## src/rtl/tks_pkg.sv

```systemverilog
// ----------------------------------------------------------------------------
// tks_pkg: shared types and constants of the two-key record sorter
// Record layouts, queue entry, result bundle and default sizes.
// ----------------------------------------------------------------------------
`default_nettype none

package tks_pkg;

  localparam int ID_W   = 16;
  localparam int NAME_W = 64;
  localparam int AGE_W  = 8;

  localparam int DEF_MAX_RECORDS = 64;
  localparam int DEF_NAME_BYTES  = 8;

  // depth of the queue between the front and the back
  localparam int QUEUE_DEPTH = 4;

  typedef struct packed {
    logic [ID_W-1:0]   id;
    logic [NAME_W-1:0] name;
    logic [AGE_W-1:0]  age;
  } rec_t;

  // record as held for ranking: payload plus left-aligned name key
  typedef struct packed {
    rec_t              rec;
    logic [NAME_W-1:0] key;
  } keyed_t;

  typedef struct packed {
    rec_t              rec;
    logic [NAME_W-1:0] key;
    logic              last;
    logic              mode;
  } entry_t;

  typedef struct packed {
    rec_t rec;
    logic last;
    logic ovf;
  } res_t;

endpackage

`default_nettype wire

```

## src/rtl/tks_queue.sv

```systemverilog
// ----------------------------------------------------------------------------
// tks_queue: short entry queue between front and back
// Lets the front keep taking records while the back sorts or emits.
// ----------------------------------------------------------------------------
`default_nettype none

module tks_queue (
  input  wire logic            clk,
  input  wire logic            rst,
  input  wire logic            push,
  input  wire tks_pkg::entry_t din,
  output      logic            full,
  input  wire logic            pop,
  output      logic            valid,
  output      tks_pkg::entry_t dout
);
  import tks_pkg::*;

  localparam int PW = $clog2(QUEUE_DEPTH);
  localparam int CW = $clog2(QUEUE_DEPTH + 1);

  entry_t          slots [QUEUE_DEPTH];
  logic [PW-1:0]   wptr;
  logic [PW-1:0]   rptr;
  logic [CW-1:0]   count;
  logic            do_push;
  logic            do_pop;

  assign full    = (count == CW'(QUEUE_DEPTH));
  assign valid   = (count != '0);
  assign dout    = slots[rptr];
  assign do_push = push && !full;
  assign do_pop  = pop && valid;

  always_ff @(posedge clk) begin
    if (do_push) begin
      slots[wptr] <= din;
    end
  end

  always_ff @(posedge clk) begin
    if (rst) begin
      wptr  <= '0;
      rptr  <= '0;
      count <= '0;
    end else begin
      if (do_push) begin
        wptr <= (wptr == PW'(QUEUE_DEPTH - 1)) ? '0 : wptr + PW'(1);
      end
      if (do_pop) begin
        rptr <= (rptr == PW'(QUEUE_DEPTH - 1)) ? '0 : rptr + PW'(1);
      end
      if (do_push && !do_pop) begin
        count <= count + CW'(1);
      end else if (do_pop && !do_push) begin
        count <= count - CW'(1);
      end
    end
  end

endmodule

`default_nettype wire

```

## config.mk

```make
export PLATFORM = sky130hd
export DESIGN_NAME = tks_queue
export DESIGN_NICKNAME = d
export VERILOG_FILES = /design/src/rtl/tks_pkg.sv /design/src/rtl/tks_queue.sv
export SDC_FILE = /design/constraint.sdc
export NUM_CORES = 1
export LEC_CHECK = 0
export BUFFER_PORTS_ARGS = -buffer_cell sky130_fd_sc_hd__clkbuf_2
export CAP_MARGIN = 20
export CORE_ASPECT_RATIO = 1.5
export CORE_MARGIN = 3
export CORE_UTILIZATION = 25
export DETAILED_ROUTE_END_ITERATION = 10
export PLACE_DENSITY = 0.53
export SLEW_MARGIN = 30
export SYNTH_ARGS = -nofsm -noshare
export SYNTH_HDL_FRONTEND = slang
export SYNTH_SLANG_ARGS = --single-unit
```

## constraint.sdc

```tcl
create_clock -name clk -period 11 [get_ports clk]
set_input_delay 1.1 -clock clk [delete_from_list [all_inputs] [get_ports clk]]
set_output_delay 1.1 -clock clk [all_outputs]
set_load 0.01 [all_outputs]
```

After elaboration in Yosys (flattened, before gate mapping)

Memories as Yosys holds them, arrays and structs flattened. A register that Yosys moved wholly into a read port is not among the register bits.
Cells that the tools add are included.
W data, S select, Z words.

Bits in registers: 7
Memory bits (writable): 616
Word-level logic and storage cells: 28
Memories: 1

Memory list:

| name  | depth | width | read ports | clocked after memory_dff | write ports | line            | RTL |
|---|---|---|---|---|---|---|---|
| slots | 4     | 154   | 1          | 1                        | 1           | tks_queue.sv:22 | `entry_t slots [QUEUE_DEPTH];` |

Add/sub/neg operators: 4
Equality and inequality tests: 3
Muxes and demuxes: 8
Reduce and logical (&&, ||, !) cells: 9

Operator list:

| kind                  | number |
|---|---|
| $mux W2               | 4 |
| $mux W3               | 2 |
| $add A2 B1 Y2 const B | 2 |
| $eq A2 B2 Y1 const B  | 2 |
| $logic_and A1 B1 Y1   | 4 |
| $add A3 B1 Y3 const B | 1 |
| $eq A3 B3 Y1 const B  | 1 |
| $logic_not A1 Y1      | 3 |
| $reduce_bool A3 Y1    | 1 |
| $sub A3 B1 Y3 const B | 1 |
| $mux W1               | 2 |
| $reduce_bool A2 Y1    | 1 |

Logic depth before layout (Yosys ltp)

Depth in word-level cells: 7
Mapped depth: 10
Mapped depth without buffers: 9

Least setup slack after synthesis

OpenSTA, ideal clock, no wires.

Path kind: input to register
Start: input push
End: memory slots[3][0] (netlist bit) (enable)
Setup time: 533 ps
Arrival time: 4683 ps
Required time: 10467 ps
Slack: 5784 ps
Stages: 1
Path buffers: 0
Path through: and3_1

Longest elaborated chain between the ends: 3

Ends and longest elaborated chain:

| item                          | line            | RTL |
|---|---|---|
| start: declaration            | tks_queue.sv:10 | `input wire logic push,` |
| $logic_and A1 B1 Y1           | tks_queue.sv:32 | `assign do_push = push && !full;` |
| $mux W1                       | tks_queue.sv:36 | `if (do_push) begin` |
| $mux W1 (not written as such) | tks_queue.sv:37 | `slots[wptr] <= din;` |
| end: declaration              | tks_queue.sv:22 |  |

Every way passes these cells.

==> impl_metrics.env <==
export IMPL_design_area_um2=27600
export IMPL_syn_area_um2=22700
export IMPL_post_drt_via_cell_ratio=4.23
export IMPL_netlist_instances=854
export IMPL_place_area_um2=25700
export IMPL_hold_worst_slack_ns=0.486
export IMPL_critPathLaunchType="flip-flop"
export IMPL_synth_top_family_by_area="multiplexers"
export IMPL_synth_fp_nets=1019
export IMPL_grt_max_degree=60
export IMPL_synthMuxAreaShare=0.154
export IMPL_ant_nets=0
export IMPL_drive_gt1_frac=0.460
export IMPL_synth_seq_cells=625
export IMPL_floorplan_initialDensity=0.254
export IMPL_crit_path_cell_trace="buf_4 -> buf_16 -> buf_4 -> buf_12 -> mux4_2 -> clkbuf_2"
export IMPL_worstMarginPinSlew_ns=0.916
export IMPL_vias=10200
export IMPL_die_area_um2=94400
export IMPL_crit_buf_inv=5
export IMPL_fp_row_count=134
export IMPL_p_leak_nw=9.02
export IMPL_ys_types=25
export IMPL_avgRoutedWirePerCell_um=20.5
export IMPL_synthAdderAreaFrac=0.00420
export IMPL_die_h_um=375
export IMPL_critPathMaxFanout=41
export IMPL_required_ns=9.90
export IMPL_drc_errors=0
export IMPL_cts_clk_slew_worst_paths_ns=0.06
export IMPL_numPortBuffers=313
export IMPL_routed_wl_um=49500
export IMPL_finalSetupViolCount=0
export IMPL_grt_pass1_wl_um=73900
export IMPL_crit_family="buffers and inverters"
export IMPL_clk_latency_ns=0.61
export IMPL_drv_slew=0
export IMPL_crit_path_max_incr_delay_ns=0.78
export IMPL_timing_slew_headroom=0.389
export IMPL_regToRegSetupSlack_ns=7.36
export IMPL_cts_root_buf="clkbuf_16"
export IMPL_grt_pass1_vias=11600
export IMPL_yosys_area_share_simple=0.00381
export IMPL_synth_xor_area_frac=0.000773
export IMPL_cts_sinks=625
export IMPL_gp_congestion=0.700
export IMPL_drt_iter0_markers=481
export IMPL_hp_class="flip-flop to flip-flop"
export IMPL_fin_crit_sh=0.417
export IMPL_yosys_warnings=0
export IMPL_cts_resized=0
export IMPL_vdd_drop_max_v=0.000157
export IMPL_io_pins=314
export IMPL_min_period_ns=4.58
export IMPL_place_hpwl_um=30600
export IMPL_finalHoldViolations=0
export IMPL_setup_worst_path_class="flip-flop to output pin"
export IMPL_cp_data_arrival_time_ns=3.48
export IMPL_fp_coreArea_um2=89400
export IMPL_outcome="finished, final reports clean"
export IMPL_cts_tree="yes"
export IMPL_ctsHoldBuffers=0
export IMPL_path_common_cell="buf_4"
export IMPL_area_delta_synth_final_pct=21.7
export IMPL_grt_use_total=0.104
export IMPL_fmax_ghz=0.218
export IMPL_cts_htree_levels=2
export IMPL_setup_tns_ns=0
export IMPL_synth_compound_area_frac=0.00199
export IMPL_ys_seq_area_frac=0.824
export IMPL_clock_skew_ns=0.0191
export IMPL_grt_overflow=0
export IMPL_avgSynthCellArea_um2=26.5
export IMPL_clk_path_buf_depth=3
export IMPL_dr_pass1_iters=4
export IMPL_fin_nets=1376
export IMPL_die_w_um=252
export IMPL_power_density_nw_per_um2=223
export IMPL_nFillCells=8589
export IMPL_cts_setup_buffers=0
export IMPL_cap_violations=0
export IMPL_rsz0062_at_grt="no"
export IMPL_cp_end_kind="output pin"
export IMPL_slowest_stage="dfxtp_4"
export IMPL_antenna_found_initial=10
export IMPL_numCtsBuffers=59
## registers in the layout (all words and copies together) (netlist names), named ones only
register	flops
slots	616
count	3
wptr	2
rptr	2
## cell families (layout without fill, tap and decap cells)
family	count (synthesis)	in the layout
buffers and inverters	41	445
DFF	625	625
adders and majority gates	7	7
other	0	5
xor gates and xnor gates	2	2
and+or+nand+nor	16	16
AOI/OAI and AO/OA	7	7
muxes	156	156
## cells in the mapped netlist (all sizes together)
master / number / area share
edfxtp: 616 / 0.82
mux4: 154 / 0.15
buf: 30 / 0.0092
dfxtp: 9 / 0.0080
clkbuf: 6 / 0.00099
ha: 6 / 0.0033
inv: 5 / 0.00083
and3: 4 / 0.0011
nor2: 4 / 0.00066
a21oi: 3 / 0.00066
or3: 3 / 0.00083
mux2i: 2 / 0.00088
nand3: 2 / 0.00044
o21ai: 2 / 0.00044
o31ai: 2 / 0.00088
xor2: 2 / 0.00077
fa: 1 / 0.00088
nand2: 1 / 0.00017
nor3: 1 / 0.00022
or3b: 1 / 0.00039
## worst register-to-register path: stages, from the launching register on
cell,delay (ns)
dfxtp_1,0.43
or3b_1,0.31
and3_4,0.77
buf_4,0.89
buf_4,0.81
## cell type report
type                    count  area (um2)  share of cell area
multi-input cells         188        3750               0.136
clock buffers              68        1530              0.0555
clock inverters            40         318              0.0115
well taps                1156        1450              0.0525
flip-flops and latches    625       18700               0.678
repair buffers            332        1810              0.0657
inverters                   5        18.8            0.000681
diodes                      5        12.5            0.000454
## metrics by stage
stage	utilization	cells	setup WS, ns	total power, mW
floorplan	-	854	5.78	3.80
global placement	0.286	2300	6.58	4.28
detailed placement	0.287	2305	6.68	4.32
CTS	0.308	2413	6.07	6.30
global route	0.309	2417	6.17	6.46
finish	0.309	2419	6.42	6.16
## where the power goes
group	internal (mW)	switching [mW]
clock network	1.09	0.858
registers	2.88	0.0813
logic	0.570	0.680
## layout by cell type (no fill, tap or decap), drive strengths merged
cell / Yosys / final
a21oi: 3 / 3
and3: 4 / 4
buf: 30 / 19
bufinv: 0 / 4
clkbuf: 6 / 381
clkinv: 0 / 30
clkinvlp: 0 / 2
dfxtp: 9 / 9
diode: 0 / 5
edfxtp: 616 / 616
fa: 1 / 1
ha: 6 / 6
inv: 5 / 9
mux2i: 2 / 2
mux4: 154 / 154
nand2: 1 / 1
nand3: 2 / 2
nor2: 4 / 4
nor3: 1 / 1
o21ai: 2 / 2
o31ai: 2 / 2
or3: 3 / 3
or3b: 1 / 1
xor2: 2 / 2
## final timing paths
kind / startpoint / end / cells past startpoint
worst max-delay path: flip-flop / dout[14] / 6
worst min-delay path: rptr[0] / flip-flop / 2
worst max register to register: count[0] / slots[3][108] / 4
worst min register to register: rptr[0] / flip-flop / 2
## routing by layer
layer  GRT usage  wire length (um)  vias up
met4      0.0377              1250        8
met2       0.179             25100      299
met5           0                50        -
li1            -                 -     4434
met3      0.0345              3900       73
met1       0.121             19200     5409
Power figures use the tool's default switching activity.
