<file path="src/rtl/tks_pkg.sv">
// ----------------------------------------------------------------------------
// tks_pkg: shared types and constants of the two-key record sorter
// Record layouts, queue entry, result bundle and default sizes.
// ----------------------------------------------------------------------------
`default_nettype none

package tks_pkg;

  localparam int ID_W   = 16;
  localparam int NAME_W = 64;
  localparam int AGE_W  = 8;

  localparam int DEF_MAX_RECORDS = 64;
  localparam int DEF_NAME_BYTES  = 8;

  // depth of the queue between the front and the back
  localparam int QUEUE_DEPTH = 4;

  typedef struct packed {
    logic [ID_W-1:0]   id;
    logic [NAME_W-1:0] name;
    logic [AGE_W-1:0]  age;
  } rec_t;

  // record as held for ranking: payload plus left-aligned name key
  typedef struct packed {
    rec_t              rec;
    logic [NAME_W-1:0] key;
  } keyed_t;

  typedef struct packed {
    rec_t              rec;
    logic [NAME_W-1:0] key;
    logic              last;
    logic              mode;
  } entry_t;

  typedef struct packed {
    rec_t rec;
    logic last;
    logic ovf;
  } res_t;

endpackage

`default_nettype wire

</file>
<file path="src/rtl/tks_front.sv">
// ----------------------------------------------------------------------------
// tks_front: input side of the record sorter
// Holds the mode register, masks the name and builds its compare key.
// ----------------------------------------------------------------------------
`default_nettype none

module tks_front #(
  parameter int NAME_BYTES = tks_pkg::DEF_NAME_BYTES
) (
  input  wire logic                      clk,
  input  wire logic                      rst,
  input  wire logic                      push,
  input  wire logic [tks_pkg::ID_W-1:0]   record_id,
  input  wire logic [tks_pkg::NAME_W-1:0] name_chars,
  input  wire logic [tks_pkg::AGE_W-1:0]  age_value,
  input  wire logic                      last_record,
  input  wire logic                      cfg_valid,
  output      logic                      cfg_ready,
  input  wire logic                      cfg_data,
  input  wire logic                      q_full,
  output      logic                      q_push,
  output      tks_pkg::entry_t           q_entry
);
  import tks_pkg::*;

  localparam logic [NAME_W-1:0] NAME_MASK = (NAME_BYTES >= 8) ? '1 :
      ((NAME_W'(1) << (8 * NAME_BYTES)) - NAME_W'(1));
  localparam int ALIGN_SH = NAME_W - 8 * NAME_BYTES;

  logic              sort_mode;
  logic [NAME_W-1:0] name_m;
  logic [NAME_W-1:0] name_left;
  logic [NAME_W-1:0] key;

  assign cfg_ready = 1'b1;

  always_ff @(posedge clk) begin
    if (rst) begin
      sort_mode <= 1'b0;
    end else if (cfg_valid && cfg_ready) begin
      sort_mode <= cfg_data;
    end
  end

  assign name_m    = name_chars & NAME_MASK;
  assign name_left = name_m << ALIGN_SH;

  // keep bytes up to the first zero, as a C string compare would
  always_comb begin
    logic alive;
    logic [7:0] b;
    alive = 1'b1;
    key   = '0;
    for (int i = 0; i < 8; i++) begin
      b = name_left[NAME_W-1-8*i -: 8];
      if (b == 8'd0) begin
        alive = 1'b0;
      end
      if (alive) begin
        key[NAME_W-1-8*i -: 8] = b;
      end
    end
  end

  assign q_push        = push && !q_full;
  assign q_entry.rec.id   = record_id;
  assign q_entry.rec.name = name_m;
  assign q_entry.rec.age  = age_value;
  assign q_entry.key   = key;
  assign q_entry.last  = last_record;
  assign q_entry.mode  = sort_mode;

endmodule

`default_nettype wire

</file>
<file path="config.mk">
export PLATFORM = sky130hd
export DESIGN_NAME = tks_front
export DESIGN_NICKNAME = d
export VERILOG_FILES = /design/src/rtl/tks_pkg.sv /design/src/rtl/tks_front.sv
export SDC_FILE = /design/constraint.sdc
export NUM_CORES = 1
export LEC_CHECK = 0
export CORE_AREA = 2 2 97 99
export DETAILED_ROUTE_END_ITERATION = 6
export DIE_AREA = 0 0 99 101
export DONT_BUFFER_PORTS = 1
export PLACE_DENSITY = 0.3
export SLEW_MARGIN = 10
export SYNTH_ARGS = -nofsm -noshare
export SYNTH_HDL_FRONTEND = slang
export SYNTH_SLANG_ARGS = --single-unit
</file>
<file path="constraint.sdc">
create_clock -name clk -period 0.8 [get_ports clk]
set_input_delay 0.04 -clock clk [delete_from_list [all_inputs] [get_ports clk]]
set_output_delay 0.04 -clock clk [all_outputs]
set_load 0.02 [all_outputs]
</file>
Word-level counts from Yosys, hierarchy flattened
Index checks and enable logic that the tools add are counted.

operators by class
  multiplexer cells = 16
  reductions and logical operators = 10

operator list
  kind               number
  8-bit zero test    8
  8-bit 2-to-1 mux   8
  1-bit 2-to-1 mux   8
  1-bit logical AND  1
  1-bit zero test    1

storage, ports and cells
  bits in registers = 1
  input port bits = 95
  output and inout port bits = 156

Depth between registers and ports, before layout
Gate-level depths: netlist of the first run.

  depth in word-level cells = 10
  gate-level depth with buffers = 6
  gate-level depth less buffers = 4

Least setup slack after synthesis of the first run
OpenSTA, ideal clock, no wires.

  kind = input-to-output
  from = input name_chars[25] (netlist bit)
  to = output q_entry[7] (netlist bit)
  required time = 0.760 ns
  data arrival time = 1.188 ns
  stages = 5
  setup slack = -0.428 ns
  buffers on the path = 1
  path through = nor4_1 > nand2_2 > nand2_2 > buf_8 > nor4_1

RTL lines
  item         RTL line         text
  from (decl)  tks_front.sv:14  input wire logic [tks_pkg::NAME_W-1:0] name_chars,
  to (decl)    tks_front.sv:22  output tks_pkg::entry_t q_entry

==> flow_results.org, run 1 <==
** Outcome
- The flow ran to the end, but the final reports show violations.
- The checks that failed: negative setup slack.

** GRT
- The first global-routing pass estimated 7334 um of wire.
- The total overflow left after global routing is 0.
- In the global route stage, overall resource usage came out at 0.09125.
- The number of antenna violations at the first check in global routing is 0.
- Number of global-route vias before repair :: 1232
- Pin count of the biggest net entering global routing :: 25

** Finish
- Fill cells in the final layout number 965.
- Area delta synth->final :: 30.08%
- The flip-flop count of the largest register after layout is 1.
- Antenna Diode Count :: 0
- Register with the most flip-flops :: sort_mode
- The top cell types in the final layout, fill and taps aside, are 20 x sky130_fd_sc_hd__nor4_4, 16 x sky130_fd_sc_hd__and3_4, 16 x sky130_fd_sc_hd__nor2_4, 15 x sky130_fd_sc_hd__nand3_1, 14 x sky130_fd_sc_hd__nand2_1.
- Number of nets in the finished design :: 242
- Registers with the most flip-flops :: sort_mode (1)
- Fraction of final layout cells with drive strength greater than 1 :: 0.7517
- Leaving out fill and tap cells, the most frequent cell in the layout is sky130_fd_sc_hd__nor4_4.

** Timing
- Summed over all failing endpoints, the final setup total negative slack is -8.012 ns.
- The number of max-slew violations in the final report came to 0.
- Setup repair after global routing could not meet its margin everywhere.
- Number of endpoints failing setup at the final stage :: 56
- Hold violation count in the final report :: 0
- Smallest hold slack :: 0.08001 ns
- In the finished design, the share of the clock period the worst path needs comes to 1.252.
- Fmax :: 998.7 MHz
- Clock skew on the completed layout was measured at 0 ns.
- Minimum clock period :: 1.001 ns
- Setup slack on the critical path of the routed design comes to -0.2013 ns.

** Min path
- Min-delay worst type :: primary input to primary output
- Counting instances, the worst hold path has a depth of 0.

** Route
- DRT iter0 DRCs :: 48
- For this run, design rule violations remaining after detail routing come to 0.
- For this block, the via count after detailed routing is 1175.
- Dividing the detail-routed wire length by the instance count gives 20.66 um.
- Count of TritonRoute iterations in the first routing pass :: 4
- Final wirelength :: roughly 5300 um
- Post-route antenna net violation count :: 0
- After detailed routing, the number of vias per cell comes to about 4.6.

** Synthesis
- Synthesized Nets :: 321
- Number of enable flip-flop cells after synthesis :: 0
- Counting flops and latches in the post-synthesis netlist gives 1.
- Of the synthesized area, sequential elements account for 0.01395.
- Post-synthesis cell count :: around 230
- Top cells by area in the synthesized netlist :: sky130_fd_sc_hd__buf_4 48%, sky130_fd_sc_hd__nor4_1 8.7%, sky130_fd_sc_hd__and3_1 7.0%, sky130_fd_sc_hd__nand3_1 5.6%, sky130_fd_sc_hd__nand2_1 5.5%
- The synthesized netlist occupies a cell area of 0.001435 mm^2.
- Dominant synthesized flop cell :: sky130_fd_sc_hd__dfxtp_1
- During synthesis, Yosys emitted a total of 0 warnings.
- Dividing the synthesized area by the synthesized cell count gives 6.350 um^2.
- The synthesized design spends more area on one cell type than any other, namely sky130_fd_sc_hd__buf_4.
- After synthesis, the netlist uses 20 different library cells.
- After synthesis, the share of flip-flops with an asynchronous set or reset is 0.
- Of the post-synthesis cell area, the dominant cell type holds 0.4760.

** Floorplanning
- Measured along the x axis, the die boundary spans 99 um.
- Floorplan core area :: about 0.009 mm^2
- Site Rows :: 35
- In this run the vertical extent of the chip is 101 um.
- The floorplan step defined a die boundary enclosing 0.009999 mm^2.
- I/O pins :: 251
- Starting density of the core :: 0.1599

** Setup path
- For the worst setup path, the data arrival time is ~0.96 ns.
- Register-to-register setup slack :: 0.22 ns
- Data required time of the critical path :: 0.76 ns
- The number of cells on the worst reg-to-reg path is 2.
- Critical Path End Type :: primary output
- The worst setup path is launched from a primary input.
- The setup path with the least slack is of type primary input to primary output.
- Along the worst path, the maximum fanout reaches 6.

** Placement
- Port buffering added 0 buffers.
- Routability-driven placement finished with a final weighted congestion of 0.7194.
- HPWL after detailed placement :: slightly above 4000 um

** Power
- Worst VDD drop :: 0.1288 mV
- Total power divided by cell area :: 396.7 mW/mm^2
- Static Leakage :: 0.7179 nW

** Clock tree
- Worst-skew pair later-pin latency :: 0 ns

** Job
- Across the run, the number of max-cap violations was 0.
==> path summary, 6_finish.rpt <==
kind	endpoint	start
max	q_entry[7]	name_chars[57]
min	q_entry[144]	record_id[6]
max reg2reg	sort_mode	sort_mode
min reg2reg	sort_mode	sort_mode
==> through the flow <==
stage               utilization   power, W  instance area, um^2  cells  setup WS, ns
floorplan                     -   0.001321                 2042    226       -0.1681
global placement         0.1674  0.0006741                 1503    241       -0.2861
detailed placement       0.1674  0.0006746                 1503    241       -0.2952
CTS                      0.2013  0.0007412                 1807    253       -0.2314
global route             0.2079  0.0007780                 1867    256       -0.2603
finish                   0.2079  0.0007405                 1867    256       -0.2013
==> metal layers <==
metal | wire [um] | global-route usage | vias to the layer above
met5 | 0 | 0 | -
met4 | 43 | 0.008430 | 0
met3 | 522 | 0.01595 | 8
met2 | 2937 | 0.1871 | 118
met1 | 1786 | 0.09975 | 546
li1 | - | - | 503
==> where the power goes <==
group | internal (W) | switching, W
sequential | 0.0000539 | 0.00000127
clock | 0 | 0
combinational | 0.000288 | 0.000398
==> timing repair <==
action / 4_1_cts / 5_1_grt
gates cloned: 4 / 2
hold buffers: 0 / 0
setup endpoints to repair: 56 / 56
buffers inserted: 8 / 2
resized for setup: 32 / 5
pin swaps: 23 / 17
==> Yosys cell counts (2+ instances only) <==
cell and instances:
sky130_fd_sc_hd__and2_1 8, sky130_fd_sc_hd__clkbuf_1 8, sky130_fd_sc_hd__buf_2 4, sky130_fd_sc_hd__buf_6 3
sky130_fd_sc_hd__nor3_1 8, sky130_fd_sc_hd__nand2_2 5, sky130_fd_sc_hd__buf_4 91, sky130_fd_sc_hd__nor2_1 17
sky130_fd_sc_hd__and3_1 16, sky130_fd_sc_hd__nand2_1 21, sky130_fd_sc_hd__nor4_1 20, sky130_fd_sc_hd__nand3_1 16
sky130_fd_sc_hd__nor4_2 2
==> worst max-delay path, stage by stage <==
cell                      delay, ns
sky130_fd_sc_hd__nor4_4        0.31
sky130_fd_sc_hd__nand2_4       0.15
sky130_fd_sc_hd__buf_12        0.16
sky130_fd_sc_hd__nand2_8       0.09
sky130_fd_sc_hd__nor4_4        0.05
sky130_fd_sc_hd__buf_4         0.15
==> cell type report <==
class / count / area (um^2) / area share
multi-input cells: 120 / 1349 / 0.7225
flip-flops and latches: 1 / 20.02 / 0.01072
well taps: 111 / 138.9 / 0.07440
repair buffers: 24 / 359.1 / 0.1924
==> cells by family after synthesis <==
group,after synthesis,share of synthesized area
buffers and inverters,107,0.5449
DFF,1,0.01395
muxes,1,0.006975
other,1,0.002613
and+or+nand+nor,116,0.4316
Power figures use the tool's default switching activity.
==> inputs of run 2 (changes only) <==
--- a/config.mk
+++ b/config.mk
@@ -7,7 +7,9 @@
 export LEC_CHECK = 0
-export CORE_AREA = 2 2 97 99
+export CELL_PAD_IN_SITES_DETAIL_PLACEMENT = 1
+export CELL_PAD_IN_SITES_GLOBAL_PLACEMENT = 1
+export CORE_AREA = 2 2 96 98
 export DETAILED_ROUTE_END_ITERATION = 6
-export DIE_AREA = 0 0 99 101
+export DIE_AREA = 0 0 98 100
 export DONT_BUFFER_PORTS = 1
-export PLACE_DENSITY = 0.3
+export PLACE_DENSITY = 0.41
 export SLEW_MARGIN = 10
==> constraint.sdc (replaced) <==
create_clock -name clk -period 0.8 [get_ports clk]
set_input_delay 0.16 -clock clk [delete_from_list [all_inputs] [get_ports clk]]
set_output_delay 0.16 -clock clk [all_outputs]
set_load 0.02 [all_outputs]
==> run 2 against run 1 <==
Effect of this change:
- the run still ends with negative setup slack left
- combinational power up 2%
- critical endpoint is now q_entry[35]
- clock skew stayed put
- highest routed layer unchanged
- sequential share of layout area barely moved
- critical path type unchanged
- flip-flop and latch count unchanged
- worst hold slack better by 0.15 ns
- first-iteration DRC count down 44%
- power up 2.0%
- largest power group unchanged
- setup slack got worse by 0.26 ns
- critical path depth decreased by 2
==> flow_results.org, run 2 (same netlist as run 1, synthesis figures left out) <==
** Power
- The cell leakage power is 0.7477 nW (+4.1%).
- Comb power frac :: 0.921 (-0.004)
- Fraction of power consumed by the clock network :: 0 (unchanged)
- The internal power came to 0.0003537 W (+3.5%).
- Worst VDD drop :: 0.1011 mV (-22%)
- Switching power total :: 0.0004014 W (+0.64%)
- The register share of total power came to 0.079 (+0.004).
- Total power divided by cell area :: 397.6 mW/mm^2 (+0.23%)
- Switching portion of total power :: 0.5315 (-0.007033)

** Finish
- The antenna diode instance count is 0 (unchanged).
- The area growth from synthesis to layout is 32.35%.
- Total of fill cells in the finished design :: 1014 (+5.1%)
- Fraction of final layout cells with drive strength greater than 1 :: 0.8108 (+0.05909)
- The library cell used most frequently in the layout, excluding fill and tap cells, is sky130_fd_sc_hd__nor4_4.
- The final core area utilization was 0.2137 (+0.005708).
- The flip-flop and latch area was 20.02 um^2 (unchanged).
- The number of non-filler instances in the completed layout is 259 (+1.2%).
- The layout net count was 245 (+1.2%).
- Registers with the most flip-flops :: sort_mode (1)
- More flip-flops sit in one register than any other, and that register is sort_mode.
- The flip-flop count of the largest register after layout was 1 (unchanged).
- Area occupied by multi-input gates :: 0.001396 mm^2 (+3.5%)
- In the layout the commonest cells are 20 x sky130_fd_sc_hd__nor4_4, 16 x sky130_fd_sc_hd__nor2_4, 13 x sky130_fd_sc_hd__and3_4.

** Timing
- Setup repair after global routing could not meet its margin everywhere.
- Post-layout worst setup margin :: -0.4585 ns (-0.2573 ns)
- Hold violation count in the final report :: 0 (unchanged)
- Final setup skew :: 0 ns (unchanged)
- Count of final max-slew check failures :: 0 (unchanged)
- The clock period minus final worst setup slack is 1.259 ns (+0.2573 ns).
- Number of endpoints failing setup at the final stage :: 56 (unchanged)
- Fmax :: 794.6 MHz (-20%)
- Ratio of final minimum period to clock period :: 1.573 (+0.3216)

** Floorplanning
- Die outline height :: 100 um (-0.99%)
- Die area :: 0.009800 mm^2 (-2.0%)
- Site Rows :: 35 (unchanged)
- Starting density of the core :: 0.1614 (+0.001575)
- I/O pins :: 251 (unchanged)
- Chip width :: 98 um (-1.0%)
- The placeable core area came to 0.008890 mm^2 (-0.98%).

** Route
- The aggregate routed wire length was 5376 um (+1.6%).
- The post-detailed-route count of antenna-violating nets is 0 (unchanged).
- DRT iter0 DRCs :: 27 (-44%)
- The total iterations of the first detailed-routing run is 3 (-1).
- DRC violations left :: 0 (unchanged)
- The total via count after detailed routing is 1228 (+4.5%).
- The average detailed-routed wire length per instance is 20.76 um (+0.47%).
- The via density per instance came to 4.741 (+3.3%).

** Setup path
- Number of buffers and inverters on the critical path :: 0 (-2)
- The kind of cell with the highest combined delay along the critical path is simple AND/OR/NAND/NOR gates.
- The required time of the worst setup path is 0.64 ns (-0.12 ns).
- Worst setup path startpoint :: name_chars[48]
- STA classifies the critical path endpoint as a primary output.
- Cells on worst reg2reg path :: 2 (unchanged)
- Register-to-register setup slack :: 0.13 ns (-0.09 ns)
- The startpoint identified for the worst register-to-register timing path is sort_mode.
- WP data arrival :: 1.10 ns (+0.14 ns)
- Series of cell instances along the critical path :: nor4_4, nand2_4, and2_4, and3_4
- Highest-delay cell along the critical path :: sky130_fd_sc_hd__nor4_4
- The highest net fanout along the worst path was 8 (+2).
- STA classifies the critical path startpoint as a primary input.
- The delay contributed by the slowest stage of the critical path was 0.31 ns (about the same).
- The setup path with the least slack is of type primary input to primary output.
- Destination of the worst register-to-register timing path :: sort_mode

** Outcome
- The flow ran to the end, but the final reports show violations.
- Violated checks :: negative setup slack

** GRT
- Overall overflow remaining after global route :: 0 (unchanged)
- The met2 layer usage reported by global route came to 0.1891 (+0.002036).
- The number of antenna violations at the first check in global routing came to 0 (unchanged).
- The met1 routing resource usage after global routing was 0.1165 (+0.01678).
- The largest net degree at the start of global routing is 25 (unchanged).
- GRT busiest layer :: met2
- The total global-route track usage was 0.09939 (+0.008136).
- Wire length of the first global-routing pass :: 7872 um (+7.3%)
- Global routing met3 resource utilization :: 0.02437 (+0.008423)
- Number of global-route vias before repair :: 1260 (+2.3%)

** Placement
- GP Congestion :: 0.6201 (-14%)
- Number of port buffers :: 0 (unchanged)
- Post-Place Cells :: 251 (+4.1%)
- The detailed placement HPWL came to 4090 um (about the same).

** Min path
- Worst Hold Depth :: 1 (+1)
- Min-delay worst type :: primary input to register
- In this run the most critical hold path is launched from rst.
- Capture endpoint of the worst hold path :: sort_mode

** Clock tree
- The later-pin clock latency in the skew report was 0 ns (unchanged).
- The post-cts hold buffer count came to 0 (unchanged).
- After clock tree synthesis, the clock-pin slew on the worst setup and hold paths is 0 ns.

** Job
- Number of violations of the max-capacitance limit :: 0 (unchanged)
==> run 2: changes by cell type in the layout (fill, tap and decap cells not counted), sizes merged <==
cell / change
clkbuf: -2
buf: +5
==> run 2: layout make-up <==
type,instances,area share
multi-input combinational,120,0.7352
sequential,1,0.01054
tap,111,0.07312
timing repair buffer,27,0.1812
==> run 2: per-stage QoR <==
step	setup slack, ns	area (um^2)	total power [W]	TNS, ns	hold slack [ns]
floorplan	-0.4081	2064	0.001328	-18.54	0.2324
global placement	-0.5101	1598	0.0007013	-24.85	0.2328
detailed placement	-0.5413	1598	0.0007025	-25.33	0.2347
CTS	-0.4805	1852	0.0007508	-24.52	0.2347
global route	-0.5222	1899	0.0007975	-26.95	0.2458
finish	-0.4585	1899	0.0007551	-23.16	0.2333
==> run 2: how the worst max path moves through the flow <==
stage,endpoint,cells after the start
CTS,q_entry[49],4
global placement,q_entry[4],6
detailed placement,q_entry[4],6
floorplan,q_entry[34],5
finish,q_entry[35],4
global route,q_entry[43],4
==> run 2: timing repair <==
item / 4_1_cts / 5_1_grt
pin swaps: 14 / 13
setup endpoints to repair: 56 / 56
cloned: 3 / 0
setup buffers: 5 / 0
resized for setup: 38 / 9
==> run 2: power by group through the flow <==
stage / logic, W / clock network [W] / registers, W
after floorplan: 0.00127 / 0 / 0.0000550
after global placement: 0.000642 / 0 / 0.0000593
after detailed placement: 0.000643 / 0 / 0.0000595
after CTS: 0.000691 / 0 / 0.0000595
after global routing: 0.000738 / 0 / 0.0000597
final: 0.000696 / 0 / 0.0000594
==> run 2: layer usage <==
layer / wire (um) / share of wire
met4: 34 / 0.0063
met5: 0 / 0
met3: 579 / 0.11
met1: 1862 / 0.35
met2: 2900 / 0.54
==> inputs of run 3 (changes only) <==
--- a/config.mk
+++ b/config.mk
@@ -8,8 +8,9 @@
 export CELL_PAD_IN_SITES_DETAIL_PLACEMENT = 1
-export CELL_PAD_IN_SITES_GLOBAL_PLACEMENT = 1
-export CORE_AREA = 2 2 96 98
+export CELL_PAD_IN_SITES_GLOBAL_PLACEMENT = 2
+export CORE_AREA = 2 2 97 99
+export CTS_CLUSTER_SIZE = 30
 export DETAILED_ROUTE_END_ITERATION = 6
-export DIE_AREA = 0 0 98 100
+export DIE_AREA = 0 0 99 101
 export DONT_BUFFER_PORTS = 1
-export PLACE_DENSITY = 0.41
+export PLACE_DENSITY = 0.55
 export SLEW_MARGIN = 10
--- a/constraint.sdc
+++ b/constraint.sdc
@@ -3,2 +3,2 @@
 set_output_delay 0.16 -clock clk [all_outputs]
-set_load 0.02 [all_outputs]
+set_load 0.005 [all_outputs]
==> run 3 against run 2 <==
Effect of this change:
- the run still ends with negative setup slack left
- setup slack better by 0.11 ns
- wire length down 13%
- cell count down 7.3%
- first-iteration DRC count down 100%
- final area down 35%
- sequential power down 5.2%
- critical path depth unchanged
- flip-flop and latch count unchanged
- critical path type unchanged
==> flow_results.org, run 3 (same netlist as run 1, synthesis figures left out) <==
** Outcome
- Status :: complete, but fails checks
- Violated checks :: negative setup slack

** Clock tree
- Register clock-pin slew on the reported worst setup and hold paths :: 0 ns (unchanged)
- Postcts setup bufs :: 0 (-5)
- The later-pin clock latency in the skew report came to 0 ns (unchanged).

** Setup path
- Number of buffers and inverters on the critical path :: 0 (unchanged)
- Largest stage delay, worst path :: 0.32 ns (about the same)
- The reg-to-reg setup timing slack came to 0.20 ns (+0.07 ns).
- The worst path arrival time came to 0.99 ns (-0.11 ns).
- The number of cells on the worst reg-to-reg path came to 2 (unchanged).
- Launch instance of the worst register-to-register path :: sort_mode
- Data required time of the critical path :: 0.64 ns (about the same)
- Traced cell by cell, the critical path runs through nor4_4, nand2_4, and2_4, and3_4.
- The endpoint identified for the worst register-to-register timing path is sort_mode.
- Startpoint type of the worst setup path :: primary input
- Among all stages on the critical path, the largest delay is contributed by sky130_fd_sc_hd__nor4_4.
- Crit path kind :: primary input to primary output
- Top Family by Delay on Critical Path :: simple AND/OR/NAND/NOR gates
- The worst setup path is captured at a primary output.
- The highest net fanout along the worst path came to 8 (unchanged).

** Timing
- Ratio of final minimum period to clock period :: 1.440 (-0.1334)
- The number of setup violations in the final report was 56 (unchanged).
- Count of final max-slew check failures :: 0 (unchanged)
- Setup repair after global routing could not meet its margin everywhere.
- Hold violation count in the final report :: 0 (unchanged)
- The post-layout worst setup margin was -0.3518 ns (+0.1068 ns).
- The highest attainable clock frequency came to 868.2 MHz (+9.3%).
- Final setup skew :: 0 ns (unchanged)
- Minimum clock period :: 1.152 ns (-0.1068 ns)

** Floorplanning
- Starting density of the core :: 0.1599 (-0.001575)
- The floorplan die width came to 99 um (+1.0%).
- The number of I/O pins came to 251 (unchanged).
- Floorplan core area :: 0.008977 mm^2 (+0.99%)
- The floorplan die area is 0.009999 mm^2 (+2.0%).
- The vertical extent of the die was 101 um (+1.0%).
- The row count is 35 (unchanged).

** Power
- Switching power total :: 0.0001336 W (-67%)
- Seq pwr share :: 0.155 (+0.076)
- Fraction of power consumed by the clock network :: 0 (unchanged)
- Total power divided by cell area :: 291.5 mW/mm^2 (-27%)
- The cell leakage power came to 0.4959 nW (-34%).
- The overall power of the completed layout was 0.0003622 W (-52%).
- The internal power is 0.0002286 W (-35%).
- Worst VDD drop :: 0.1027 mV (+1.6%)
- Switching portion of total power :: 0.3688 (-0.1628)
- The portion of total power attributed to combinational logic was 0.845 (-0.076).

** Placement
- DP Area :: 0.001144 mm^2 (-28%)
- The worst setup timing slack at the placement stage was -0.3978 ns (+0.1435 ns).
- GP Congestion :: 0.6330 (+2.1%)
- Number of port buffers :: 0 (unchanged)
- HPWL after detailed placement :: 3737 um (-8.6%)

** GRT
- Overall Global Routing Usage :: 0.07318 (-0.02620)
- Initial antenna violation count :: 0 (unchanged)
- The final global-route overflow total is 0 (unchanged).
- Number of global-route vias before repair :: 1041 (-17%)
- Pin count of the biggest net entering global routing :: 25 (unchanged)
- The first-pass GRT wire length was 5934 um (-25%).

** Route
- Total vias in the final route :: 1093 (-11%)
- Final wirelength :: 4680 um (-13%)
- DRC violations left :: 0 (unchanged)
- Post-route antenna net violation count :: 0 (unchanged)
- DRT iter0 DRCs :: 0 (-100%)
- The average detailed-routed wire length per instance is 19.50 um (-6.1%).
- The total iterations of the first detailed-routing run is 1 (-2).
- Ratio of routed vias to standard cells :: 4.554 (-3.9%)

** Finish
- The largest registers in the layout are sort_mode (1).
- The flip-flop count of the largest register after layout was 1 (unchanged).
- Register with the most flip-flops :: sort_mode
- Leaving out fill and tap cells, the most frequent cells in the layout are 17 x sky130_fd_sc_hd__nor2_1, 16 x sky130_fd_sc_hd__and3_4, 16 x sky130_fd_sc_hd__nand2_1, 16 x sky130_fd_sc_hd__nand3_1, 11 x sky130_fd_sc_hd__nor4_4.
- Fraction of final layout cells with drive strength greater than 1 :: 0.4729 (-0.3379)
- Number of nets in the finished design :: 226 (-7.8%)
- Antenna Diode Count :: 0 (unchanged)
- Fin area :: 0.001242 mm^2 (-35%)
- Most common library cell in the layout ignoring fill and taps :: sky130_fd_sc_hd__nor2_1
- Area delta synth->final :: -13.43%

** Min path
- In this run the worst hold path is classified as primary input to register.
- Worst Hold Depth :: 1 (unchanged)
- For hold timing, the worst endpoint is sort_mode.
- Worst Min Path Start :: rst

** Job
- Number of violations of the max-capacitance limit :: 0 (unchanged)
==> run 3: worst max path at each step <==
stage                        start          end  slack, ns  depth (start not counted)
floorplan           name_chars[53]  q_entry[34]      -0.31                          5
global placement    name_chars[57]  q_entry[40]      -0.38                          4
detailed placement  name_chars[55]   q_entry[2]      -0.40                          5
CTS                 name_chars[57]  q_entry[49]      -0.37                          4
global route        name_chars[57]  q_entry[34]      -0.43                          4
finish              name_chars[57]  q_entry[34]      -0.35                          4
==> run 3: per-layer routing <==
metal  vias up  global-route usage  routed length, um
met5         -                   0                  0
met4         0             0.01054                 61
met3        16            0.004854                363
met2       102              0.1403               2506
met1       511             0.09098               1749
li1        464                   -                  -
==> run 3: cell type report <==
| type | count | area (um^2) |
|---|---|---|
| Sequential cell | 1 | 20.02 |
| Timing Repair Buffer | 9 | 138.9 |
| Fill cell | 1076 | 7735 |
| Tap cell | 111 | 138.9 |
| Multi-Input combinational cell | 119 | 944.7 |
==> run 3: repair_timing <==
action                                  4_1_cts  5_1_grt
resized for setup                             3       10
endpoints found under the setup margin       56       56
pin swaps                                     2        9
cloned                                        0        2
hold buffers                                  0        0
==> run 3: worst register-to-register path, cell delays in order (launching register included) <==
cell	delay (ns)
sky130_fd_sc_hd__dfxtp_1	0.31
sky130_fd_sc_hd__mux2i_1	0.13
sky130_fd_sc_hd__nor2_1	0.05
==> run 3: power groups by stage <==
stage | Clock (W) | Sequential, W | Combinational [W]
floorplan | 0 | 0.0000550 | 0.000635
global placement | 0 | 0.0000561 | 0.000283
detailed placement | 0 | 0.0000564 | 0.000285
CTS | 0 | 0.0000564 | 0.000288
global route | 0 | 0.0000569 | 0.000337
finish | 0 | 0.0000563 | 0.000306
==> run 3: metrics by stage <==
stage | cells | hold WS (ns) | util | TNS (ns)
floorplan | 226 | 0.2324 | - | -13.59
global placement | 238 | 0.2379 | 0.1274 | -19.24
detailed placement | 238 | 0.2390 | 0.1274 | -19.78
CTS | 238 | 0.2390 | 0.1288 | -19.22
global route | 240 | 0.2463 | 0.1384 | -22.53
finish | 240 | 0.2369 | 0.1384 | -17.73
